### config.mk
export PLATFORM = sky130hd
export DESIGN_NAME = utf8_stream_validator_unit
export DESIGN_NICKNAME = d
export VERILOG_FILES = /design/src/utf8sv_pkg.sv /design/src/utf8sv_regs.sv /design/src/utf8sv_decode.sv /design/src/utf8_stream_validator_unit.sv
export SDC_FILE = /design/constraint.sdc
export NUM_CORES = 1
export LEC_CHECK = 0
export ABC_AREA = 1
export BUFFER_PORTS_ARGS = -buffer_cell sky130_fd_sc_hd__buf_2
export CAP_MARGIN = 20
export CORE_MARGIN = 2
export CORE_UTILIZATION = 56
export CTS_BUF_LIST = sky130_fd_sc_hd__clkbuf_4
export DETAILED_ROUTE_END_ITERATION = 6
export PLACE_DENSITY = 0.89
export SKIP_LAST_GASP = 1
export SYNTH_ARGS = -nofsm -noshare
export SYNTH_HDL_FRONTEND = slang
export SYNTH_SLANG_ARGS = --single-unit
export TNS_END_PERCENT = 50
### constraint.sdc
create_clock -name clk_i -period 5.35 [get_ports clk_i]
set_input_delay 0.535 -clock clk_i [delete_from_list [all_inputs] [get_ports clk_i]]
set_output_delay 0.535 -clock clk_i [all_outputs]
set_load 0.1 [all_outputs]
### src/utf8sv_pkg.sv
// Shared types and status codes for the UTF-8 stream validator.
`timescale 1ns / 1ps
package utf8sv_pkg;

  localparam int unsigned CountBitsDefault = 16;
  localparam int unsigned CharCountBits = 16;

  localparam logic [2:0] ST_OK         = 3'd0;
  localparam logic [2:0] ST_BAD_LEAD   = 3'd1;
  localparam logic [2:0] ST_BAD_CONT   = 3'd2;
  localparam logic [2:0] ST_OVERLONG   = 3'd3;
  localparam logic [2:0] ST_NOT_SCALAR = 3'd4;
  localparam logic [2:0] ST_TRUNC      = 3'd5;
  localparam logic [2:0] ST_NUL        = 3'd6;
  localparam logic [2:0] ST_FAILED     = 3'd7;

  localparam logic REG_LF_PRINTABLE = 1'b0;
  localparam logic REG_NUL_IS_ERROR = 1'b1;

  typedef struct packed {
    logic [7:0] data_byte;
    logic       last_byte;
  } in_item_t;

  typedef struct packed {
    logic [30:0]              code_point;
    logic [2:0]               seq_len;
    logic [2:0]               status;
    logic                     printable;
    logic                     end_of_string;
    logic [CharCountBits-1:0] char_count;
  } out_item_t;

  typedef struct packed {
    logic lf_printable;
    logic nul_is_error;
  } cfg_t;

  typedef struct packed {
    logic [2:0]  expected_len;
    logic [2:0]  bytes_seen;
    logic [30:0] accum_value;
    logic        failed_flag;
  } seq_state_t;

endpackage

### src/utf8sv_regs.sv
// APB-style configuration registers of the UTF-8 stream validator.
`timescale 1ns / 1ps
module utf8sv_regs (
  input  logic              clk_i,
  input  logic              rst_ni,
  input  logic              psel,
  input  logic              penable,
  input  logic              pwrite,
  input  logic [2:0]        paddr,
  input  logic [31:0]       pwdata,
  output logic [31:0]       prdata,
  output logic              pready,
  output utf8sv_pkg::cfg_t  cfg_o
);
  import utf8sv_pkg::*;

  cfg_t cfg_q;
  cfg_t cfg_d;
  logic wr_en;

  assign pready = 1'b1;
  assign wr_en  = psel && penable && pwrite;

  always_comb begin
    cfg_d = cfg_q;
    if (wr_en) begin
      case (paddr[2])
        REG_LF_PRINTABLE: cfg_d.lf_printable = pwdata[0];
        REG_NUL_IS_ERROR: cfg_d.nul_is_error = pwdata[0];
        default:          cfg_d = cfg_q;
      endcase
    end
  end

  always_comb begin
    case (paddr[2])
      REG_LF_PRINTABLE: prdata = {31'd0, cfg_q.lf_printable};
      REG_NUL_IS_ERROR: prdata = {31'd0, cfg_q.nul_is_error};
      default:          prdata = 32'd0;
    endcase
  end

  always_ff @(posedge clk_i or negedge rst_ni) begin
    if (!rst_ni) begin
      cfg_q <= '{lf_printable: 1'b1, nul_is_error: 1'b1};
    end else begin
      cfg_q <= cfg_d;
    end
  end

  assign cfg_o = cfg_q;

endmodule

### src/utf8sv_decode.sv
// Per-byte decode logic: next sequence state, result and count update.
`timescale 1ns / 1ps
module utf8sv_decode #(
  parameter int unsigned COUNT_BITS = utf8sv_pkg::CountBitsDefault
) (
  input  utf8sv_pkg::in_item_t   item_i,
  input  utf8sv_pkg::cfg_t       cfg_i,
  input  utf8sv_pkg::seq_state_t seq_i,
  input  logic [COUNT_BITS-1:0]  count_i,
  output utf8sv_pkg::seq_state_t seq_o,
  output logic [COUNT_BITS-1:0]  count_o,
  output logic                   emit_o,
  output utf8sv_pkg::out_item_t  result_o
);
  import utf8sv_pkg::*;

  function automatic logic [2:0] lead_len(input logic [7:0] b);
    logic [2:0] res;
    case (b) inside
      8'b0???????: res = 3'd1;
      8'b110?????: res = 3'd2;
      8'b1110????: res = 3'd3;
      8'b11110???: res = 3'd4;
      8'b111110??: res = 3'd5;
      8'b1111110?: res = 3'd6;
      default:     res = 3'd0;
    endcase
    return res;
  endfunction

  function automatic logic [2:0] shortest_len(input logic [30:0] v);
    logic [2:0] res;
    if (v < 31'h80) res = 3'd1;
    else if (v < 31'h800) res = 3'd2;
    else if (v < 31'h10000) res = 3'd3;
    else if (v < 31'h200000) res = 3'd4;
    else if (v < 31'h4000000) res = 3'd5;
    else res = 3'd6;
    return res;
  endfunction

  function automatic logic scalar_ok(input logic [30:0] v);
    logic ok;
    ok = 1'b1;
    if (v >= 31'h110000) ok = 1'b0;
    if (v[30:11] == 20'h0001B) ok = 1'b0;
    if (v >= 31'hFDD0 && v <= 31'hFDEF) ok = 1'b0;
    if (&v[15:1]) ok = 1'b0;
    return ok;
  endfunction

  function automatic logic printable_of(input logic [30:0] v, input logic allow_nl);
    logic res;
    res = 1'b1;
    if (v < 31'h20 && v != 31'h09 && v != 31'h0A) res = 1'b0;
    if (v >= 31'h7F && v <= 31'h9F) res = 1'b0;
    if (v == 31'h0A && !allow_nl) res = 1'b0;
    return res;
  endfunction

  logic [7:0]            b;
  logic [2:0]            n;
  logic [30:0]           acc_next;
  logic [2:0]            seen_next;
  logic [30:0]           cp;
  logic [2:0]            len;
  logic [2:0]            st;
  logic                  pr;
  logic                  emit;
  logic [COUNT_BITS-1:0] cnt_next;
  logic [32:0]           cnt_ext;

  assign b         = item_i.data_byte;
  assign n         = lead_len(b);
  assign acc_next  = {seq_i.accum_value[24:0], b[5:0]};
  assign seen_next = seq_i.bytes_seen + 3'd1;

  always_comb begin
    seq_o    = seq_i;
    emit     = 1'b0;
    cp       = 31'd0;
    len      = 3'd0;
    st       = ST_OK;
    pr       = 1'b0;
    cnt_next = count_i;

    if (seq_i.failed_flag) begin
      if (item_i.last_byte) begin
        emit = 1'b1;
        st   = ST_FAILED;
      end
    end else if (seq_i.expected_len == 3'd0) begin
      if (b == 8'd0 && cfg_i.nul_is_error) begin
        emit = 1'b1;
        st   = ST_NUL;
        len  = 3'd1;
      end else if (n == 3'd0) begin
        emit = 1'b1;
        st   = ST_BAD_LEAD;
      end else if (n == 3'd1) begin
        emit = 1'b1;
        cp   = {23'd0, b};
        len  = 3'd1;
        pr   = printable_of({23'd0, b}, cfg_i.lf_printable);
      end else begin
        seq_o.expected_len = n;
        seq_o.bytes_seen   = 3'd1;
        seq_o.accum_value  = {23'd0, b & (8'h7F >> n)};
        if (item_i.last_byte) begin
          emit = 1'b1;
          st   = ST_TRUNC;
          len  = n;
        end
      end
    end else begin
      len = seq_i.expected_len;
      if (b[7:6] != 2'b10) begin
        emit = 1'b1;
        st   = ST_BAD_CONT;
      end else begin
        seq_o.accum_value = acc_next;
        seq_o.bytes_seen  = seen_next;
        if (seen_next >= seq_i.expected_len) begin
          emit = 1'b1;
          if (shortest_len(acc_next) != seq_i.expected_len) begin
            st = ST_OVERLONG;
          end else if (!scalar_ok(acc_next)) begin
            st = ST_NOT_SCALAR;
          end else begin
            cp = acc_next;
            pr = printable_of(acc_next, cfg_i.lf_printable);
          end
        end else if (item_i.last_byte) begin
          emit = 1'b1;
          st   = ST_TRUNC;
        end
      end
      if (emit) begin
        seq_o.expected_len = 3'd0;
        seq_o.bytes_seen   = 3'd0;
        seq_o.accum_value  = 31'd0;
      end
    end

    if (emit) begin
      if (st == ST_OK) begin
        if (count_i != {COUNT_BITS{1'b1}}) begin
          cnt_next = count_i + COUNT_BITS'(1);
        end
      end else begin
        seq_o.failed_flag = 1'b1;
        cp = 31'd0;
        pr = 1'b0;
        if (st == ST_FAILED || st == ST_BAD_LEAD) begin
          len = 3'd0;
        end
      end
    end

    if (item_i.last_byte) begin
      seq_o = '0;
    end
  end

  assign cnt_ext = 33'(cnt_next);
  assign count_o = item_i.last_byte ? '0 : cnt_next;
  assign emit_o  = emit;

  always_comb begin
    result_o.code_point    = cp;
    result_o.seq_len       = len;
    result_o.status        = st;
    result_o.printable     = pr;
    result_o.end_of_string = item_i.last_byte;
    result_o.char_count    = (cnt_ext > 33'h0FFFF) ? {CharCountBits{1'b1}}
                                                   : cnt_ext[CharCountBits-1:0];
  end

endmodule

### src/utf8_stream_validator_unit.sv
// Top level of the UTF-8 stream validator: input register, decode and result register.
`timescale 1ns / 1ps
// The block takes one byte of a string per cycle while the input is not stalled, and checks
// and decodes it as UTF-8. An accepted byte sits in an input register; once the result
// register is free, the decode logic updates the small sequence state and, when the byte
// completes a sequence, hits an error or ends the string, writes one transaction into the
// result register. Throughput is one byte per cycle while no result is stalled, set by the
// single decode stage between the two registers; a stalled result holds the input register
// and so stalls the input. Bytes that only extend an open sequence give no result. Every
// final byte gives exactly one result, and the string state is cleared after it.
module utf8_stream_validator_unit #(
  parameter int unsigned COUNT_BITS = utf8sv_pkg::CountBitsDefault
) (
  input  logic                  clk_i,
  input  logic                  rst_ni,
  input  logic                  in_valid_i,
  output logic                  in_stall_o,
  input  utf8sv_pkg::in_item_t  in_data_i,
  output logic                  out_valid_o,
  input  logic                  out_stall_i,
  output utf8sv_pkg::out_item_t out_data_o,
  input  logic                  psel,
  input  logic                  penable,
  input  logic                  pwrite,
  input  logic [2:0]            paddr,
  input  logic [31:0]           pwdata,
  output logic [31:0]           prdata,
  output logic                  pready
);
  import utf8sv_pkg::*;

  cfg_t                  cfg;
  logic                  in_valid_q;
  in_item_t              in_item_q;
  logic                  out_valid_q;
  out_item_t             out_item_q;
  seq_state_t            seq_q;
  seq_state_t            seq_d;
  logic [COUNT_BITS-1:0] count_q;
  logic [COUNT_BITS-1:0] count_d;
  logic                  emit;
  out_item_t             result;
  logic                  out_free;
  logic                  proc;
  logic                  in_ready;

  utf8sv_regs u_regs (
    .clk_i   (clk_i),
    .rst_ni  (rst_ni),
    .psel    (psel),
    .penable (penable),
    .pwrite  (pwrite),
    .paddr   (paddr),
    .pwdata  (pwdata),
    .prdata  (prdata),
    .pready  (pready),
    .cfg_o   (cfg)
  );

  utf8sv_decode #(
    .COUNT_BITS (COUNT_BITS)
  ) u_decode (
    .item_i   (in_item_q),
    .cfg_i    (cfg),
    .seq_i    (seq_q),
    .count_i  (count_q),
    .seq_o    (seq_d),
    .count_o  (count_d),
    .emit_o   (emit),
    .result_o (result)
  );

  assign out_free   = !out_valid_q || !out_stall_i;
  assign proc       = in_valid_q && out_free;
  assign in_ready   = !in_valid_q || out_free;
  assign in_stall_o = !in_ready;

  always_ff @(posedge clk_i or negedge rst_ni) begin
    if (!rst_ni) begin
      in_valid_q  <= 1'b0;
      out_valid_q <= 1'b0;
      seq_q       <= '0;
      count_q     <= '0;
    end else begin
      if (in_valid_i && in_ready) begin
        in_valid_q <= 1'b1;
      end else if (proc) begin
        in_valid_q <= 1'b0;
      end
      if (proc && emit) begin
        out_valid_q <= 1'b1;
      end else if (!out_stall_i) begin
        out_valid_q <= 1'b0;
      end
      if (proc) begin
        seq_q   <= seq_d;
        count_q <= count_d;
      end
    end
  end

  always_ff @(posedge clk_i) begin
    if (in_valid_i && in_ready) begin
      in_item_q <= in_data_i;
    end
    if (proc && emit) begin
      out_item_q <= result;
    end
  end

  assign out_valid_o = out_valid_q;
  assign out_data_o  = out_item_q;

`ifndef SYNTHESIS
  a_last_emits: assert property (@(posedge clk_i) disable iff (!rst_ni)
    (proc && in_item_q.last_byte) |-> emit)
    else $error("final byte produced no result");

  a_ok_len: assert property (@(posedge clk_i) disable iff (!rst_ni)
    (out_valid_o && out_data_o.status == ST_OK) |->
      (out_data_o.seq_len != 3'd0 && out_data_o.seq_len <= 3'd4))
    else $error("ok result with impossible sequence length");

  a_error_sticky: assert property (@(posedge clk_i) disable iff (!rst_ni)
    (proc && emit && result.status != ST_OK && !in_item_q.last_byte) |=> seq_q.failed_flag)
    else $error("error did not set the failed flag");

  a_printable_ok: assert property (@(posedge clk_i) disable iff (!rst_ni)
    (out_valid_o && out_data_o.printable) |-> (out_data_o.status == ST_OK))
    else $error("printable flag on an error result");
`endif

endmodule

* Word-level counts from Yosys, hierarchy flattened
Cells that the tools add are included.
** Operators by class
- Reduce and logical (&&, ||, !) cells :: 36
- Equality and inequality tests :: 25
- Muxes and demuxes :: 101
- Bitwise gates (word level) :: 2
- Magnitude comparators :: 16
- Shift operators :: 1
- Add/subtract/negate cells :: 2
** Operator list (number)
- $mux 31 :: 10
- $mux 37 :: 6
- $mux 3 :: 34
- $mux 16 :: 4
- $pmux 32 s2 :: 1
- $ne 31x4->1 const B :: 2
- $mux 1 :: 42
- $mux 38 :: 1
- $mux 34 :: 1
- $eq 31x4->1 const B :: 1
- $ge 31x16->1 const B :: 1
- $ge 31x21->1 const B :: 1
- $ge 31x7->1 const B :: 1
- $le 31x16->1 const B :: 1
- $le 31x8->1 const B :: 1
- $lt 31x12->1 const B :: 1
- $lt 31x17->1 const B :: 1
- $lt 31x22->1 const B :: 1
- $lt 31x27->1 const B :: 1
- $lt 31x6->1 const B :: 1
- $lt 31x8->1 const B :: 1
- $eq 20x5->1 const B :: 1
- $add 16x1->16 const B :: 1
- $gt 16x16->1 const B :: 1
- other kinds (35) :: 67
** Word-level totals
- Input bits :: 51
- Word-level logic and storage cells :: 200
- Flip-flop bits (word level) :: 116

* Logic depth before layout (Yosys ltp)
- Depth after elaboration :: 27
- Depth in mapped cells :: 23
- Mapped depth without buffers :: 22

* Cells and area by module
Synthesis repeated with hierarchy kept, for this count alone.
** Second synthesis, totals
- Cell total of the unflattened synthesis :: 972
- Area, all modules :: 7737.4 µm²
** By module, submodules not included
- utf8_stream_validator_unit :: instances 1, cells each 310, sequential area each 3323.2 µm², area each 4274.1 µm²
- utf8sv_decode :: instances 1, cells each 611, sequential area each 0.0 µm², area each 3096.7 µm²
- utf8sv_regs :: instances 1, cells each 51, sequential area each 52.6 µm², area each 366.6 µm²

* Least setup slack after synthesis
No wires, ideal clock.
- Path kind :: flip-flop to flip-flop
- Start :: reg seq_q[32] (netlist bit)
- End :: reg out_item_q (netlist bit out_data_o[0]) (enable)
- Arrival time :: 4458 ps
- Cell stages (with the launch flop) :: 15
- Period minus slack after synthesis :: 4926 ps
- Library setup time :: 468 ps
- Slack :: 424 ps
- Required time :: 4882 ps
- Cell sequence :: dfrtp_1 > ha_1 > xnor2_1 > inv_1 > ha_1 > nand2_1 > o211ai_1 > or2_2 > nor2_1 > nand2_1 > o211ai_1 > nand2_1 > inv_2 > buf_2 > nor2_1
** Between the ends
- Cells in the longest elaborated chain, start to end :: 9
** Ends and longest elaborated chain
- from (decl) :: line utf8_stream_validator_unit.sv:37 : seq_state_t seq_q;
- from (signal assigned) :: line utf8_stream_validator_unit.sv:96 : seq_q <= seq_d;
- $add 3x1->3 :: line utf8sv_decode.sv:76 : assign seen_next = seq_i.bytes_seen + 3'd1;
- $ge 3x3->1 :: line utf8sv_decode.sv:123 : if (seen_next >= seq_i.expected_len) begin
- $mux 1 :: line utf8sv_decode.sv:123
- $mux 1 :: line utf8sv_decode.sv:117 : if (b[7:6] != 2'b10) begin
- $mux 1 :: line utf8sv_decode.sv:92 : end else if (seq_i.expected_len == 3'd0) begin
- $mux 1 :: line utf8sv_decode.sv:87 : if (seq_i.failed_flag) begin
- $mux 1 :: line utf8sv_decode.sv:92
- $mux 1 :: line utf8sv_decode.sv:87
- $logic_and 1x1->1 :: line utf8_stream_validator_unit.sv:106 : if (proc && emit) begin
- to (signal assigned) :: line utf8_stream_validator_unit.sv:107 : out_item_q <= result;
- to (decl) :: line utf8_stream_validator_unit.sv:36 : out_item_t out_item_q;
No other way between the ends. The select of a mux whose other input is x is not followed.
A chain may end at the register's enable or synchronous reset.

* Worst setup path in the final report
- Start :: reg seq_q[32] (netlist bit)
- End :: reg out_item_q (netlist bit out_data_o[43]) (enable)
The elaborated chain is that of the path after synthesis.

==> impl_summary.log <==
[metrics] run status: complete, no violations
[metrics] count of final max-slew check failures: 0
[metrics] Clock Path Buffers: 2
[metrics] Core Footprint: 0.01089 mm2
[metrics] first-pass GRT wire length: 21.91 mm
[metrics] via count: 5241
[metrics] TritonCTS buffer count: 17
[metrics] most frequent cell on the critical path: nand2_1
[metrics] cells taking the most area after synthesis: edfxtp_1, dfrtp_1, nand2_1, nand3_1, inv_1
[metrics] setup slack, reg-to-reg: 1.32 ns
[metrics] number of antenna violations at the first check in global routing: 0
[metrics] Final #Nets: 866
[metrics] final WL: 13.73 mm
[metrics] # DRC: 0
[metrics] synthesized area divided by synthesized cell count: 8.614 um2
[metrics] number of cells in the design after placement: 931
[metrics] most congested layer reported by global routing: met2
[metrics] number of clock sinks: 116
[metrics] critical path type: register to register
[metrics] number of standard cells in the layout, taps in and fillers out: 963
[metrics] final weighted congestion in routability-driven placement: 0.9836
[metrics] post-layout utilization of the core: 64.40%
[metrics] switching component of the power: 2.285 mW
[metrics] count of different cell masters after synthesis: 47
[metrics] final critical-path setup slack: 1.322 ns
[metrics] fmax: 248.3 MHz
[metrics] actual transition at the worst max-transition pin: 0.7724 ns
[metrics] worst skew pair latency: 0.53 ns
[metrics] total power consumption of the routed design: 4.310 mW
[metrics] number of global-route vias before repair: 4590
[metrics] Row Count: 38
[metrics] sequential share of power: 30.8%
[metrics] final count of hold timing violations: 0
[metrics] total congestion overflow: 0
[metrics] cell internal power dissipation: 2.026 mW
[metrics] number of vias per cell after detailed routing: 5.442
[metrics] clock tree root buffer cell: clkbuf_4
[metrics] initial detailed-routing violation count: 616
[metrics] met3 Usage GRT: 5.928%
[metrics] total of max-cap violations: 0
[metrics] crit path DAT: 4.20 ns
[metrics] worst-case headroom to the max-slew limit: 48.38%
[metrics] layout cells sized above 1: 18.96%
[metrics] part of the total power dissipated in the clock network: 18.6%
[metrics] number of storage elements in the synthesis netlist: 116
[metrics] most used flip-flop cell after synthesis: edfxtp_1
[metrics] clock tree from TritonCTS: done
[metrics] Ports: 141
[metrics] area added between synthesis and finish: 12.12%
[metrics] cell with the largest stage delay on the worst path: buf_4
[metrics] part of the total power dissipated in combinational logic: 50.6%
[metrics] Wirelength per Cell: 14.26 um
[metrics] total number of yosys warnings: 0
[metrics] HPWL after detailed placement: 9.603 mm
[metrics] min Tclk post-route: 4.028 ns
[metrics] number of standard cells after synthesis: 726
[metrics] Post-CTS Repair Setup Buffers: 0
[metrics] global-route usage over all layers: 23.90%
[metrics] share of the synthesized area in the top cell type: 30.73%
[metrics] leakage power of the design: 3.281 nW
[metrics] clock transition time at the flip-flop clock pins of the worst setup and hold paths: 0.11 ns
[metrics] met1 layer usage reported by global route: 34.13%
[metrics] input/output buffers: 75
[metrics] 1st-pass router iterations: 5
[metrics] H-tree Lvls: 4
[metrics] setup repair after global routing missed its margin: no
[metrics] critical path required time: 5.52 ns
[metrics] switching part of the total: 53.01%
[metrics] DIE HEIGHT: 109.7 um
[metrics] power density of the placed cells: 614.7 mW/mm2
[metrics] setup_tns: 0 ns
[metrics] post-cts sizing count: 0
[metrics] largest vdd supply drop: 0.5253 mV
[metrics] crit-path max FO: 51
[metrics] type of origin of the critical path: register
[metrics] Starting Density: 57.44%
[metrics] x dimension of the die: 109.7 um
[metrics] Worst Setup End Kind: register
[metrics] number of buffers added to fix hold violations after cts: 0
[metrics] setup skew after layout: 0.01704 ns
[metrics] diodes inserted: 0
[metrics] type of the worst min-delay path: input pin to asynchronous set/reset pin
[metrics] post-detailed-route count of antenna-violating nets: 0
[metrics] CP cell instances: ha_1 -> xnor2_1 -> inv_1 -> ha_1 -> nand2_1 -> o211ai_1 -> or2_2 -> nor2_1 -> nand2_1 -> buf_4 -> o211ai_1 -> nand2_1 -> inv_2 -> nor2_4 -> buf_4
[metrics] Synth Cell Area: 0.006253 mm2
[metrics] crit share post-route: 75.29%
[metrics] area leader, netlist: edfxtp_1
[metrics] setup violation total in the final timing report: 0
[metrics] Post-Place Setup Slack: 1.376 ns
[metrics] fill cell instance count of the final layout: 894
[metrics] area of the die: 0.01203 mm2
[metrics] number of enable-type register cells in the synthesized netlist: 64
[metrics] post-synthesis async set-or-reset flop share: 44.83%
[metrics] maximum number of pins on one net before global-route repair: 53
[metrics] sequential cell area fraction in the yosys report: 51.58%
[metrics] slowest cell delay on critical path: 0.53 ns
[metrics] met2 layer usage reported by global route: 35.23%
-- routing by layer --
layer | part of all wire (%) | wire, um
met1 | 43 | 5959
met2 | 44 | 6103
met3 | 10 | 1403
met4 | 1.9 | 265
met5 | 0 | 0
-- flip-flops by register name (all words and copies together), names as in the netlist --
signal / count
in_valid_q: 1
out_data_o: 55
in_item_q: 9
u_regs.cfg_o: 2
seq_q: 32
out_valid_o: 1
count_q: 16
-- worst max-delay path: cells and delay by family, from the launching register on --
family | cells | cell delay (ns)
buf+inv | 4 | 1.04
fa+ha+maj | 2 | 0.53
flops | 1 | 0.43
simple gates | 6 | 0.95
xor+xnor | 1 | 0.17
compound gates | 2 | 0.49
-- placed cells by master, fill, tap and decap left out, drive strengths merged, types with 2 or more instances in the layout --
master,netlist,routed
a21oi,16,16
a31oi,4,4
and2,6,6
buf,40,79
bufinv,0,6
clkbuf,14,20
clkinv,0,5
conb,2,42
dfrtp,50,50
dfstp,2,2
edfxtp,64,64
ha,5,5
inv,78,78
nand2,200,200
nand3,60,60
nand3b,2,2
nand4,21,21
nor2,63,63
nor3,34,34
nor4,2,2
o211ai,2,2
o21ai,33,33
o31ai,7,7
xnor2,3,3
xor2,7,7
-- cell usage after synthesis, types with 6 or more instances --
cell type,instances
clkbuf_1,14
nor2_1,53
buf_4,33
o31ai_1,7
nand2_2,9
nor2_2,6
nor3_1,25
edfxtp_1,64
nand4_1,21
nor3_2,9
nand2_1,191
and2_1,6
o21ai_1,13
inv_1,67
nand3_1,56
inv_2,11
dfrtp_1,50
xor2_1,7
o21ai_0,20
a21oi_1,15
-- power by group through the flow --
stage	Combinational (mW)	Sequential [mW]	Clock, mW
floorplan	0.937	2.25	0
global placement	2.13	1.34	0
detailed placement	2.17	1.34	0
CTS	2.17	1.32	0.816
global route	2.32	1.35	0.852
finish	2.18	1.33	0.802
-- final timing paths --
check	start	end	depth (start not counted)
max	seq_q[32]$_DFFE_PN0P_	out_data_o[43]$_DFFE_PP_	15
max in group asynchronous	rst_ni	count_q[3]$_DFFE_PN0P_	2
min	rst_ni	seq_q[5]$_DFFE_PN0P_	2
min in group clk_i	in_data_i[3]	in_item_q[3]$_DFFE_PP_	1
min reg2reg	count_q[15]$_DFFE_PN0P_	count_q[15]$_DFFE_PN0P_	2
max reg2reg	seq_q[32]$_DFFE_PN0P_	out_data_o[43]$_DFFE_PP_	15
-- metrics by stage --
step,cell area [um2],hold slack [ns]
2_1_floorplan,6404,0.2394
3_3_place_gp,6645,0.4636
3_5_place_dp,6653,0.4764
4_1_cts,7012,0.1114
5_1_grt,7012,0.1360
6_report,7012,0.1144
-- cell families after synthesis --
family | synth area share [%]
XOR/XNOR | 1.401
AND/OR/NAND/NOR | 29.17
other | 0.1201
adder cells (fa/ha/maj) | 1.000
AO/OA/AOI/OAI | 6.623
flip-flops | 51.58
buffers and inverters | 10.10
-- cell type report --
type | count | area, um2 | area share [%]
Clock buffer | 20 | 150.1 | 2.141
Clock inverter | 12 | 209.0 | 2.980
Inverter | 78 | 292.8 | 4.176
Multi-Input combinational cell | 518 | 2554 | 36.42
Sequential cell | 116 | 3226 | 46.00
Tap cell | 140 | 175.2 | 2.498
Timing Repair Buffer | 79 | 405.4 | 5.782
No activity file was read; power rests on OpenSTA's default activity.
